<file path="config.mk">
export PLATFORM = sky130hd
export DESIGN_NAME = square_matrix_multiply_unit
export DESIGN_NICKNAME = d
export VERILOG_FILES = /design/src/rtl/smm_pkg.sv /design/src/rtl/smm_ram.sv /design/src/rtl/smm_front.sv /design/src/rtl/smm_queue.sv /design/src/rtl/smm_back.sv /design/src/rtl/square_matrix_multiply_unit.sv
export SDC_FILE = /design/constraint.sdc
export NUM_CORES = 2
export LEC_CHECK = 0
export BUFFER_PORTS_ARGS = -buffer_cell sky130_fd_sc_hd__buf_4
export CAP_MARGIN = 20
export CORE_MARGIN = 3
export CORE_UTILIZATION = 45
export CTS_CLUSTER_DIAMETER = 40
export DETAILED_ROUTE_END_ITERATION = 8
export PLACE_DENSITY = 0.69
export SLEW_MARGIN = 20
export SYNTH_ARGS = -nofsm -noshare
export SYNTH_HDL_FRONTEND = slang
export SYNTH_HIERARCHICAL = 1
export SYNTH_SLANG_ARGS = --single-unit
</file>
<file path="constraint.sdc">
create_clock -name clk -period 12.45 [get_ports clk]
set_input_delay 1.8675 -clock clk [delete_from_list [all_inputs] [get_ports clk]]
set_output_delay 1.8675 -clock clk [all_outputs]
set_load 0.005 [all_outputs]
</file>
<file path="src/rtl/smm_pkg.sv">
// ============================================================================
// smm_pkg: shared definitions for the square matrix multiplier
// Sizes, widths, record types and helpers shared by the loader, the bank
// queue, the compute engine and the top level.
// ============================================================================
package smm_pkg;

  localparam int MATRIX_SIZE = 4;

  localparam int ELEMS       = MATRIX_SIZE * MATRIX_SIZE;
  localparam int IDX_W       = $clog2(ELEMS);
  localparam int ADDR_W      = IDX_W + 1;
  localparam int STORE_DEPTH = 2 ** ADDR_W;
  localparam int RC_W        = $clog2(MATRIX_SIZE);

  localparam int ELEM_W    = 16;
  localparam int PROD_W    = 32;
  localparam int RESULT_W  = 34;
  localparam int OUT_IDX_W = 2;

  localparam int TOK_DEPTH   = 2;
  localparam int TOK_PTR_W   = $clog2(TOK_DEPTH);
  localparam int TOK_CNT_W   = $clog2(TOK_DEPTH + 1);
  localparam int OFIFO_DEPTH = 2;
  localparam int OF_PTR_W    = $clog2(OFIFO_DEPTH);
  localparam int OF_CNT_W    = $clog2(OFIFO_DEPTH + 1);

  localparam logic [IDX_W-1:0] LAST_IDX = IDX_W'(ELEMS - 1);
  localparam logic [IDX_W-1:0] ROW_STEP = IDX_W'(MATRIX_SIZE);
  localparam logic [RC_W-1:0]  LAST_RC  = RC_W'(MATRIX_SIZE - 1);

  typedef struct packed {
    logic                     we;
    logic [ADDR_W-1:0]        addr;
    logic signed [ELEM_W-1:0] data;
  } store_wr_t;

  typedef struct packed {
    logic              re;
    logic [ADDR_W-1:0] left_addr;
    logic [ADDR_W-1:0] right_addr;
  } store_rd_t;

  typedef struct packed {
    logic push;
    logic bank;
  } tok_push_t;

  typedef struct packed {
    logic empty;
    logic full;
    logic bank;
  } tok_stat_t;

  typedef struct packed {
    logic [RESULT_W-1:0]  value;
    logic [OUT_IDX_W-1:0] row;
    logic [OUT_IDX_W-1:0] col;
    logic                 last;
  } result_t;

  // Keeps the low bits of a row or column index for the result ports.
  function automatic logic [OUT_IDX_W-1:0] to_out_idx(input logic [RC_W-1:0] idx);
    logic [RC_W+OUT_IDX_W-1:0] ext;
    ext = {{OUT_IDX_W{1'b0}}, idx};
    return ext[OUT_IDX_W-1:0];
  endfunction

endpackage

</file>
<file path="src/rtl/smm_ram.sv">
// ============================================================================
// smm_ram: simple dual-port RAM
// One write port and one read port with registered read data.
// ============================================================================
module smm_ram #(
  parameter int WIDTH = 16,
  parameter int DEPTH = 32
) (
  input  logic                     clk,
  input  logic                     we,
  input  logic [$clog2(DEPTH)-1:0] waddr,
  input  logic [WIDTH-1:0]         wdata,
  input  logic                     re,
  input  logic [$clog2(DEPTH)-1:0] raddr,
  output logic [WIDTH-1:0]         rdata
);

  logic [WIDTH-1:0] mem [DEPTH];

  always_ff @(posedge clk) begin
    if (we) begin
      mem[waddr] <= wdata;
    end
    if (re) begin
      rdata <= mem[raddr];
    end
  end

endmodule

</file>
<file path="src/rtl/smm_front.sv">
// ============================================================================
// smm_front: element loader
// Counts incoming elements, steers them into the left or right store of the
// current bank and hands the bank to the compute side when B is complete.
// ============================================================================
module smm_front (
  input  logic                             clk,
  input  logic                             rst_n,
  input  logic                             in_push,
  input  logic signed [smm_pkg::ELEM_W-1:0] in_element_value,
  input  smm_pkg::tok_stat_t               tok_stat,
  output smm_pkg::store_wr_t               left_wr,
  output smm_pkg::store_wr_t               right_wr,
  output smm_pkg::tok_push_t               tok_push
);
  import smm_pkg::*;

  logic [IDX_W-1:0] idx_r;
  logic             sel_right_r;
  logic             bank_r;
  logic             accept;
  logic             idx_last;

  assign accept   = in_push && !tok_stat.full;
  assign idx_last = (idx_r == LAST_IDX);

  always_comb begin
    left_wr.we    = accept && !sel_right_r;
    left_wr.addr  = {bank_r, idx_r};
    left_wr.data  = in_element_value;
    right_wr.we   = accept && sel_right_r;
    right_wr.addr = {bank_r, idx_r};
    right_wr.data = in_element_value;
    tok_push.push = accept && sel_right_r && idx_last;
    tok_push.bank = bank_r;
  end

  always_ff @(posedge clk) begin
    if (!rst_n) begin
      idx_r       <= '0;
      sel_right_r <= 1'b0;
      bank_r      <= 1'b0;
    end else if (accept) begin
      if (idx_last) begin
        idx_r <= '0;
        // Finishing B hands this bank over and moves loading to the other one.
        if (sel_right_r) begin
          bank_r <= !bank_r;
        end
        sel_right_r <= !sel_right_r;
      end else begin
        idx_r <= idx_r + 1'b1;
      end
    end
  end

endmodule

</file>
<file path="src/rtl/smm_queue.sv">
// ============================================================================
// smm_queue: bank hand-off queue
// Holds the banks that are loaded and not yet released by the compute side.
// ============================================================================
module smm_queue (
  input  logic               clk,
  input  logic               rst_n,
  input  smm_pkg::tok_push_t tok_push,
  input  logic               tok_pop,
  output smm_pkg::tok_stat_t tok_stat
);
  import smm_pkg::*;

  logic                 bank_q_r [TOK_DEPTH];
  logic [TOK_PTR_W-1:0] wr_ptr_r;
  logic [TOK_PTR_W-1:0] rd_ptr_r;
  logic [TOK_CNT_W-1:0] cnt_r;

  always_comb begin
    tok_stat.empty = (cnt_r == '0);
    tok_stat.full  = (cnt_r == TOK_CNT_W'(TOK_DEPTH));
    tok_stat.bank  = bank_q_r[rd_ptr_r];
  end

  always_ff @(posedge clk) begin
    if (tok_push.push) begin
      bank_q_r[wr_ptr_r] <= tok_push.bank;
    end
  end

  always_ff @(posedge clk) begin
    if (!rst_n) begin
      wr_ptr_r <= '0;
      rd_ptr_r <= '0;
      cnt_r    <= '0;
    end else begin
      if (tok_push.push) begin
        wr_ptr_r <= wr_ptr_r + 1'b1;
      end
      if (tok_pop) begin
        rd_ptr_r <= rd_ptr_r + 1'b1;
      end
      if (tok_push.push && !tok_pop) begin
        cnt_r <= cnt_r + 1'b1;
      end else if (!tok_push.push && tok_pop) begin
        cnt_r <= cnt_r - 1'b1;
      end
    end
  end

endmodule

</file>
<file path="src/rtl/smm_back.sv">
// ============================================================================
// smm_back: multiply-accumulate engine
// Walks the product matrix in row-major order, reads one pair of operands
// per cycle from the stores while a dot product runs and accumulates each
// dot product, then queues the result for the output side.
// ============================================================================
module smm_back (
  input  logic                               clk,
  input  logic                               rst_n,
  input  smm_pkg::tok_stat_t                 tok_stat,
  output logic                               tok_pop,
  output smm_pkg::store_rd_t                 store_rd,
  input  logic signed [smm_pkg::ELEM_W-1:0]  left_rdata,
  input  logic signed [smm_pkg::ELEM_W-1:0]  right_rdata,
  input  logic                               out_pop,
  output logic                               out_empty,
  output logic signed [smm_pkg::RESULT_W-1:0] out_product_value,
  output logic [smm_pkg::OUT_IDX_W-1:0]      out_row_index,
  output logic [smm_pkg::OUT_IDX_W-1:0]      out_column_index,
  output logic                               out_last_result
);
  import smm_pkg::*;

  typedef enum logic [1:0] {
    S_IDLE,
    S_START,
    S_RUN,
    S_WAIT
  } state_t;

  state_t           state_r;
  logic             bank_r;
  logic [RC_W-1:0]  row_r;
  logic [RC_W-1:0]  col_r;
  logic [RC_W-1:0]  k_r;
  logic [IDX_W-1:0] row_base_r;
  logic [IDX_W-1:0] a_idx_r;
  logic [IDX_W-1:0] b_idx_r;

  logic                     rd_vld_r;
  logic                     rd_first_r;
  logic                     rd_last_r;
  logic                     prod_vld_r;
  logic                     prod_first_r;
  logic                     prod_last_r;
  logic signed [PROD_W-1:0] prod_r;
  logic [RESULT_W-1:0]      acc_r;
  logic [RESULT_W-1:0]      sum_nxt;

  result_t             ofifo_r [OFIFO_DEPTH];
  logic [OF_PTR_W-1:0] of_wr_ptr_r;
  logic [OF_PTR_W-1:0] of_rd_ptr_r;
  logic [OF_CNT_W-1:0] of_cnt_r;
  result_t             res;

  logic iss_first;
  logic iss_last;
  logic done;
  logic mat_last;
  logic of_pop;
  logic of_room;

  assign iss_first = (k_r == '0);
  assign iss_last  = (k_r == LAST_RC);
  assign mat_last  = (row_r == LAST_RC) && (col_r == LAST_RC);
  assign done      = prod_vld_r && prod_last_r;
  assign tok_pop   = (state_r == S_WAIT) && done && mat_last;
  assign of_pop    = out_pop && !out_empty;
  assign of_room   = (of_cnt_r != OF_CNT_W'(OFIFO_DEPTH));

  always_comb begin
    store_rd.re         = (state_r == S_RUN);
    store_rd.left_addr  = {bank_r, a_idx_r};
    store_rd.right_addr = {bank_r, b_idx_r};
  end

  // Sequencer: one dot product in flight at a time, started only when the
  // output queue has a free slot for its result.
  always_ff @(posedge clk) begin
    if (!rst_n) begin
      state_r    <= S_IDLE;
      bank_r     <= 1'b0;
      row_r      <= '0;
      col_r      <= '0;
      k_r        <= '0;
      row_base_r <= '0;
      a_idx_r    <= '0;
      b_idx_r    <= '0;
    end else begin
      unique case (state_r)
        S_IDLE: begin
          if (!tok_stat.empty) begin
            bank_r     <= tok_stat.bank;
            row_r      <= '0;
            col_r      <= '0;
            row_base_r <= '0;
            state_r    <= S_START;
          end
        end
        S_START: begin
          if (of_room) begin
            a_idx_r <= row_base_r;
            b_idx_r <= IDX_W'(col_r);
            k_r     <= '0;
            state_r <= S_RUN;
          end
        end
        S_RUN: begin
          a_idx_r <= a_idx_r + 1'b1;
          b_idx_r <= b_idx_r + ROW_STEP;
          k_r     <= k_r + 1'b1;
          if (iss_last) begin
            state_r <= S_WAIT;
          end
        end
        S_WAIT: begin
          if (done) begin
            if (mat_last) begin
              state_r <= S_IDLE;
            end else begin
              if (col_r == LAST_RC) begin
                col_r      <= '0;
                row_r      <= row_r + 1'b1;
                row_base_r <= row_base_r + ROW_STEP;
              end else begin
                col_r <= col_r + 1'b1;
              end
              state_r <= S_START;
            end
          end
        end
        default: begin
          state_r <= S_IDLE;
        end
      endcase
    end
  end

  always_ff @(posedge clk) begin
    if (!rst_n) begin
      rd_vld_r   <= 1'b0;
      prod_vld_r <= 1'b0;
    end else begin
      rd_vld_r   <= store_rd.re;
      prod_vld_r <= rd_vld_r;
    end
  end

  always_ff @(posedge clk) begin
    rd_first_r   <= iss_first;
    rd_last_r    <= iss_last;
    prod_first_r <= rd_first_r;
    prod_last_r  <= rd_last_r;
    prod_r       <= left_rdata * right_rdata;
  end

  // The sum wraps at the result width, matching the truncated output.
  assign sum_nxt = (prod_first_r ? '0 : acc_r)
                 + {{(RESULT_W-PROD_W){prod_r[PROD_W-1]}}, prod_r};

  always_ff @(posedge clk) begin
    if (prod_vld_r) begin
      acc_r <= sum_nxt;
    end
  end

  always_comb begin
    res.value = sum_nxt;
    res.row   = to_out_idx(row_r);
    res.col   = to_out_idx(col_r);
    res.last  = mat_last;
  end

  always_ff @(posedge clk) begin
    if (done) begin
      ofifo_r[of_wr_ptr_r] <= res;
    end
  end

  always_ff @(posedge clk) begin
    if (!rst_n) begin
      of_wr_ptr_r <= '0;
      of_rd_ptr_r <= '0;
      of_cnt_r    <= '0;
    end else begin
      if (done) begin
        of_wr_ptr_r <= of_wr_ptr_r + 1'b1;
      end
      if (of_pop) begin
        of_rd_ptr_r <= of_rd_ptr_r + 1'b1;
      end
      if (done && !of_pop) begin
        of_cnt_r <= of_cnt_r + 1'b1;
      end else if (!done && of_pop) begin
        of_cnt_r <= of_cnt_r - 1'b1;
      end
    end
  end

  assign out_empty         = (of_cnt_r == '0);
  assign out_product_value = ofifo_r[of_rd_ptr_r].value;
  assign out_row_index     = ofifo_r[of_rd_ptr_r].row;
  assign out_column_index  = ofifo_r[of_rd_ptr_r].col;
  assign out_last_result   = ofifo_r[of_rd_ptr_r].last;

endmodule

</file>
<file path="src/rtl/square_matrix_multiply_unit.sv">
// ============================================================================
// square_matrix_multiply_unit: N by N matrix product
// Takes A then B, one element per request, and returns C = A * B in
// row-major order as exact Q18.16 sums.
// ============================================================================
// Usage: push 2*N*N signed Q8.8 elements, all of A in row-major order and
// then all of B; after the last element of B the N*N elements of C come out
// in row-major order, the final one with out_last_result set. Elements load
// at one per cycle while in_full is low. The stores are double banked, so a
// second pair of matrices can be loaded while the first is being multiplied;
// in_full rises only when both banks hold pairs not yet finished. A single
// multiply-accumulate unit fed by one read port per store produces the
// results: each element of C takes N operand reads, which pass the RAM read
// register and the multiplier register into the accumulator, and the next
// element starts only once its result is queued.
module square_matrix_multiply_unit (
  input  logic                               clk,
  input  logic                               rst_n,
  input  logic                               in_push,
  output logic                               in_full,
  input  logic signed [smm_pkg::ELEM_W-1:0]  in_element_value,
  input  logic                               out_pop,
  output logic                               out_empty,
  output logic signed [smm_pkg::RESULT_W-1:0] out_product_value,
  output logic [smm_pkg::OUT_IDX_W-1:0]      out_row_index,
  output logic [smm_pkg::OUT_IDX_W-1:0]      out_column_index,
  output logic                               out_last_result
);
  import smm_pkg::*;

  store_wr_t   left_wr;
  store_wr_t   right_wr;
  store_rd_t   store_rd;
  tok_push_t   tok_push;
  tok_stat_t   tok_stat;
  logic        tok_pop;
  logic [ELEM_W-1:0] left_rdata;
  logic [ELEM_W-1:0] right_rdata;

  assign in_full = tok_stat.full;

  smm_front u_front (
    .clk              (clk),
    .rst_n            (rst_n),
    .in_push          (in_push),
    .in_element_value (in_element_value),
    .tok_stat         (tok_stat),
    .left_wr          (left_wr),
    .right_wr         (right_wr),
    .tok_push         (tok_push)
  );

  smm_queue u_queue (
    .clk      (clk),
    .rst_n    (rst_n),
    .tok_push (tok_push),
    .tok_pop  (tok_pop),
    .tok_stat (tok_stat)
  );

  smm_ram #(
    .WIDTH (ELEM_W),
    .DEPTH (STORE_DEPTH)
  ) u_left_store (
    .clk   (clk),
    .we    (left_wr.we),
    .waddr (left_wr.addr),
    .wdata (left_wr.data),
    .re    (store_rd.re),
    .raddr (store_rd.left_addr),
    .rdata (left_rdata)
  );

  smm_ram #(
    .WIDTH (ELEM_W),
    .DEPTH (STORE_DEPTH)
  ) u_right_store (
    .clk   (clk),
    .we    (right_wr.we),
    .waddr (right_wr.addr),
    .wdata (right_wr.data),
    .re    (store_rd.re),
    .raddr (store_rd.right_addr),
    .rdata (right_rdata)
  );

  smm_back u_back (
    .clk               (clk),
    .rst_n             (rst_n),
    .tok_stat          (tok_stat),
    .tok_pop           (tok_pop),
    .store_rd          (store_rd),
    .left_rdata        (left_rdata),
    .right_rdata       (right_rdata),
    .out_pop           (out_pop),
    .out_empty         (out_empty),
    .out_product_value (out_product_value),
    .out_row_index     (out_row_index),
    .out_column_index  (out_column_index),
    .out_last_result   (out_last_result)
  );

endmodule

</file>
After elaboration in Yosys (flattened, before gate mapping). Memories as Yosys holds them, arrays and structs flattened. A register that Yosys moved wholly into a read port is not among the register bits. Cells that the tools add are included.

Muxes and demuxes: 42. Reductions and logical operators: 37. Bitwise operators: 1. Multipliers: 1. Eq/ne operators: 15. Add/subtract/negate cells: 16.

Operators by type and width (number): 34-bit adder (1); 34-bit 2-to-1 mux (1); 16-bit by 16-bit multiplier with 32-bit output (1); 2-bit 2-to-1 mux (16); 4-bit 2-to-1 mux (7); 4-bit case mux with 2 select lines (3); 1-bit logical AND (13); 2-bit == test (second input constant) (6); 2-bit case mux with 2 select lines (3); 1-bit 2-to-1 mux (11); 2-bit by 1-bit adder with 2-bit output (second input constant) (5); 1-bit zero test (9); 4-bit by 1-bit adder with 4-bit output (second input constant) (2); 4-bit by 3-bit adder with 4-bit output (second input constant) (2); 2-bit zero test (4); 2-bit inequality test (second input constant) (4); 2-bit case mux with 4 select lines (1); 4-bit AND reduction (2); 2-bit nonzero test (4); 2-bit by 1-bit inequality test with 1-bit output (second input constant) (3); 2-bit AND reduction (3); 5-bit AND reduction (1); 1-bit adder (second input constant) (4); 4-bit == test (second input constant) (1); 4 further kinds (5).

Bits in registers: 106. Output and inout port bits: 41. Input port bits: 20. Memories: 4. RAM bits: 1104. Word-level logic and storage cells: 140.

Memory list: u_left_store.mem (depth 32, bits a word 16, read ports 1, clocked after memory_dff 1, write ports 1, line smm_ram.sv:18) `logic [WIDTH-1:0] mem [DEPTH];`; u_right_store.mem (depth 32, bits a word 16, read ports 1, clocked after memory_dff 1, write ports 1, line smm_ram.sv:18); u_back.ofifo_r (depth 2, bits a word 39, read ports 1, clocked after memory_dff 1, write ports 1, line smm_back.sv:50) `result_t ofifo_r [OFIFO_DEPTH];`; u_queue.bank_q_r (depth 2, bits a word 1, read ports 1, clocked after memory_dff 1, write ports 1, line smm_queue.sv:14) `logic bank_q_r [TOK_DEPTH];`.

Logic depth before layout (Yosys ltp).
Depth after elaboration: 9. Depth in mapped cells: 24. Gate-level depth less buffers: 23.

Modules after synthesis. Netlist, hierarchy kept.

By module, submodules not included: smm_ram at u_right_store (area an instance 20696.1 um^2, instances 1, cells each 1143); smm_ram at u_left_store (area an instance 20694.8 um^2, instances 1, cells each 1143); smm_back (area an instance 17375.4 um^2, instances 1, cells each 1672); smm_front (area an instance 613.1 um^2, instances 1, cells each 73); smm_queue (area an instance 290.3 um^2, instances 1, cells each 25).

Least setup slack after synthesis. No wires, ideal clock.

Path kind: flip-flop to flip-flop. Start: register u_left_store.rdata[15] (read register of u_left_store.mem). End: register u_back.prod_r[31]. Path slack: 6373 ps. Data required time: 12378 ps. Cell stages (with the launch flop): 22. Period minus slack after synthesis: 6077 ps. Arrival: 6004 ps. Buffers on the path: 1. Path through: edfxtp_1 -> clkbuf_1 -> nand2_1 -> inv_1 -> fa_1 -> fa_1 -> fa_1 -> fa_1 -> fa_1 -> inv_1 -> fa_1 -> inv_1 -> ha_1 -> nand3_1 -> nor2_1 -> a211oi_1 -> nor2b_1 -> a311o_1 -> a2111oi_2 -> o21ai_1 -> a21oi_1 -> xnor2_1.

Longest elaborated chain between the ends: 1.

RTL lines: from (decl) (line smm_ram.sv:15) `output logic [WIDTH-1:0] rdata`; 16-bit by 16-bit multiplier with 32-bit output (line smm_back.sv:154) `prod_r <= left_rdata * right_rdata;`; to (signal assigned) (line smm_back.sv:154); to (decl) (line smm_back.sv:46) `logic signed [PROD_W-1:0] prod_r;`.

Every way passes these cells. A chain may end at the register's enable or synchronous reset.

Worst setup path in the final report. Same ends and word-level chain as after synthesis.

==> impl_metrics.toml <==
[floorplanning]
initial_utilization = 0.4567
num_rows = 132
core_mm2 = 0.1306
fp.dieW_um = 370.1
ios = 61
die-area_mm2 = 0.1370
die_height_um = 370.1

[route]
first_pass_iters = 5
vias_per_cell = 5.482
drtIter0Drc = 2950
postRouteAntennaNets = 0
vias = 32800
wirelength_mm = 129.4
remaining_drc_errors = 0
post_drt_wl_per_cell_um = 21.63

[worst_setup_path]
cp_common_cell = "fa_1"
cp_num_buf_inv = 3
r2r-start = "u_left_store/rdata[15]$_DFFE_PP_"
slowest_stage = "fa_1"
path_cells = "nand2_1 > inv_1 > fa_1 > fa_1 > fa_1 > fa_1 > fa_1 > inv_1 > fa_1 > inv_1 > ha_1 > nand3_1 > nor2_1 > a211oi_1 > nor2b_1 > a311o_1 > a2111oi_2 > o21ai_1 > a21oi_1 > xnor2_1"
start_kind = "register"
crit_fanout = 16
crit_start = "u_left_store/rdata[15]$_DFFE_PP_"
critPathCaptureType = "register"
critPathRequiredTime_ps = 13070
critPathArrivalTime_ps = 7220
critPathMaxStageDelay_ps = 870
criticalPathCategory = "reg -> reg"
cp_top_family = "adder cells"

[global_route]
overflow = 0
grt_pass1_vias = 33040
track_usage = 0.1895
grt_max_degree = 113
antenna_found_initial = 2
grt_first_pass_wirelength_mm = 198.7

[sta]
setup_viol = 0
max-slew-margin-rel = 0.2372
finalClockSkew_ps = 38.16
finalHoldViolations = 0
clock.fmax_mhz = 151.7
setup_ws_ps = 5857
slew_violations = 0
rsz0062_at_grt = "no"
worst_pin_slew_ps = 1143
setup_tns_ps = 0
timing.final.crit_share = 0.5295
finalCriticalPeriod_ps = 6593

[clock_tree]
cts_setup_buffers = 0
clock_tree.root_cell = "clkbuf_16"
clockBufferDepth = 3
clk_latency_ps = 760
h-tree-depth = 4
cts_tree = "built"
cts_sinks = 1243
cts_made_buffers = 148
cts-resized-gates = 0
clkTransAtPathRegs_ps = 60
cts_hold_buffers = 0

[layout]
final_cells = 5984
syn_to_final_growth_pct = 11.32
drive_gt1_frac = 0.1057
design_area_mm2 = 0.06642
fillers = 10620
num-nets-final = 4530

[placement]
port_buffers = 60
placedCellCount = 5711
place_area_mm2 = 0.06139
place_congestion = 0.8439
dp_hpwl_mm = 79.52
place_worst_setup_slack_ps = 5846

[power_and_ir_drop]
vdd_drop_max_mv = 0.1635
power_density_mw_per_mm2 = 151.6
leakage_uw = 0.02278

[yosys]
yosys_warnings = 6
synth_seq_cells = 1243
seq_area_frac_synth = 0.6133
syn-mean-instance-area_um2 = 14.71
syn_area_mm2 = 0.05967
synthFlopType = "edfxtp_1"
ys_types = 71
synth_edf_count = 1170
async_flop_share = 0
syn_inst = 4056
syn-num-nets = 4466

[min_path]
hp-start = "u_back/rd_last_r$_DFF_P_"
hold_path.class = "reg -> reg"

[status]
status = "completed"

[flow_run]
cap_violations = 0
-- metal layers --
metal / global-route usage / wire, um / vias up
li1: - / - / 14910
met1: 0.2681 / 57900 / 16700
met2: 0.2978 / 59910 / 1012
met3: 0.03782 / 8701 / 182
met4: 0.05429 / 2905 / 2
met5: 0 / 13 / -
-- power breakdown --
part / internal (uW) / switching (uW) / total [uW]
clock: 2610 / 1730 / 4340
combinational: 411 / 614 / 1020
sequential: 4670 / 30.4 / 4710
-- path summary, 6_finish.rpt --
kind	cells past startpoint	slack [ps]	end
setup / recovery	20	5860	u_back/prod_r[31]$_DFF_P_
hold reg to reg	0	330	u_back/prod_last_r$_DFF_P_
setup reg to reg	20	5860	u_back/prod_r[31]$_DFF_P_
hold / removal	0	330	u_back/prod_last_r$_DFF_P_
-- kinds of logic (layout without fill, tap and decap cells) --
| group | count (synthesis) | count (layout) | share of synthesized area |
|---|---|---|---|
| flip-flops | 1243 | 1243 | 0.6133 |
| AND/OR/NAND/NOR | 784 | 784 | 0.06656 |
| multiplexers | 557 | 557 | 0.09428 |
| buffers and inverters | 516 | 700 | 0.04471 |
| AO/OA/AOI/OAI | 496 | 496 | 0.05603 |
| adder cells (fa/ha/maj) | 390 | 390 | 0.1149 |
| XOR/XNOR | 70 | 70 | 0.01027 |
| other | 0 | 2 | 0 |
-- stage by stage --
step	hold slack [ps]	total power, uW	utilization
4_1_cts	329.7	10160	0.5082
5_1_grt	330.7	10480	0.5084
3_3_place_gp	311.1	5787	0.4699
3_5_place_dp	315.4	5815	0.4699
6_report	327.0	10070	0.5084
2_1_floorplan	309.6	5555	-
-- cells in the final DEF, fill, tap and decap left out, types with 126 or more instances in the layout --
| cell | count |
|---|---|
| inv_1 | 296 |
| buf_4 | 132 |
| a22oi_1 | 129 |
| clkbuf_16 | 150 |
| mux2i_1 | 517 |
| fa_1 | 263 |
| nand2_1 | 225 |
| and2_1 | 141 |
| ha_1 | 126 |
| a21oi_1 | 134 |
| edfxtp_1 | 1170 |
-- cells in the mapped netlist (all sizes together) (2+ instances only) --
cell,count,share of area
nor2,125,0.0081
a21boi,12,0.0015
nand2b,19,0.0021
nor3,37,0.0031
ha,127,0.027
nand3,88,0.0074
o31ai,2,0.00034
a31oi,38,0.0040
buf,150,0.022
dfxtp,73,0.024
o2111ai,2,0.00029
a211o,2,0.00029
or3b,7,0.0010
and3,8,0.00094
nand4,36,0.0038
inv,296,0.019
fa,263,0.088
xnor2,53,0.0078
or2,3,0.00031
nand2,225,0.014
o21bai,2,0.00025
o21ai,48,0.0040
nor3b,3,0.00038
mux2i,517,0.087
nand3b,18,0.0023
nor2b,55,0.0059
o311ai,2,0.00042
a21o,26,0.0033
a22oi,129,0.016
edfxtp,1170,0.59
or3,9,0.00094
nand4b,2,0.00029
and2,143,0.015
clkbuf,70,0.0044
a211oi,11,0.0015
a21oi,134,0.011
o31a,2,0.00029
o22ai,2,0.00021
xor2,17,0.0025
a22o,64,0.0094
o211ai,6,0.00075
o21a,8,0.0010
mux2,40,0.0075
-- registers in the layout (all words and copies together), names as in the netlist, 2 cells and up, named ones only --
signal,flops
u_back/col_r,2
u_back/row_base_r,2
u_right_store/mem,512
u_right_store/rdata,16
u_queue/bank_q_r,2
u_back/row_r,2
u_back/a_idx_r,4
u_back/ofifo_r,78
u_back/prod_r,32
u_back/state_r,2
u_left_store/rdata,16
u_queue/cnt_r,2
u_back/k_r,2
u_back/of_cnt_r,2
u_front/idx_r,4
u_back/acc_r,34
u_left_store/mem,512
u_back/b_idx_r,4
-- worst register-to-register path, delay by kind of cell (launching register included) --
| kind | cells | cell delay (ps) |
|---|---|---|
| adder cells (fa/ha/maj) | 7 | 3900 |
| buffers and inverters | 3 | 210 |
| flip-flops | 1 | 620 |
| AND/OR/NAND/NOR | 4 | 450 |
| XOR/XNOR | 1 | 80 |
| AO/OA/AOI/OAI | 5 | 1220 |
-- final cells by class --
cell class,instances,area (um2),share of cell area
antenna,2,5.005,0.00007535
clock buffer,175,3857,0.05807
clock inverter,95,1151,0.01733
inverter,296,1111,0.01673
multi-input combinational,2297,20480,0.3084
sequential,1243,36600,0.5511
tap,1742,2180,0.03281
timing repair buffer,134,1031,0.01552
No activity file was read; power rests on OpenSTA's default activity.
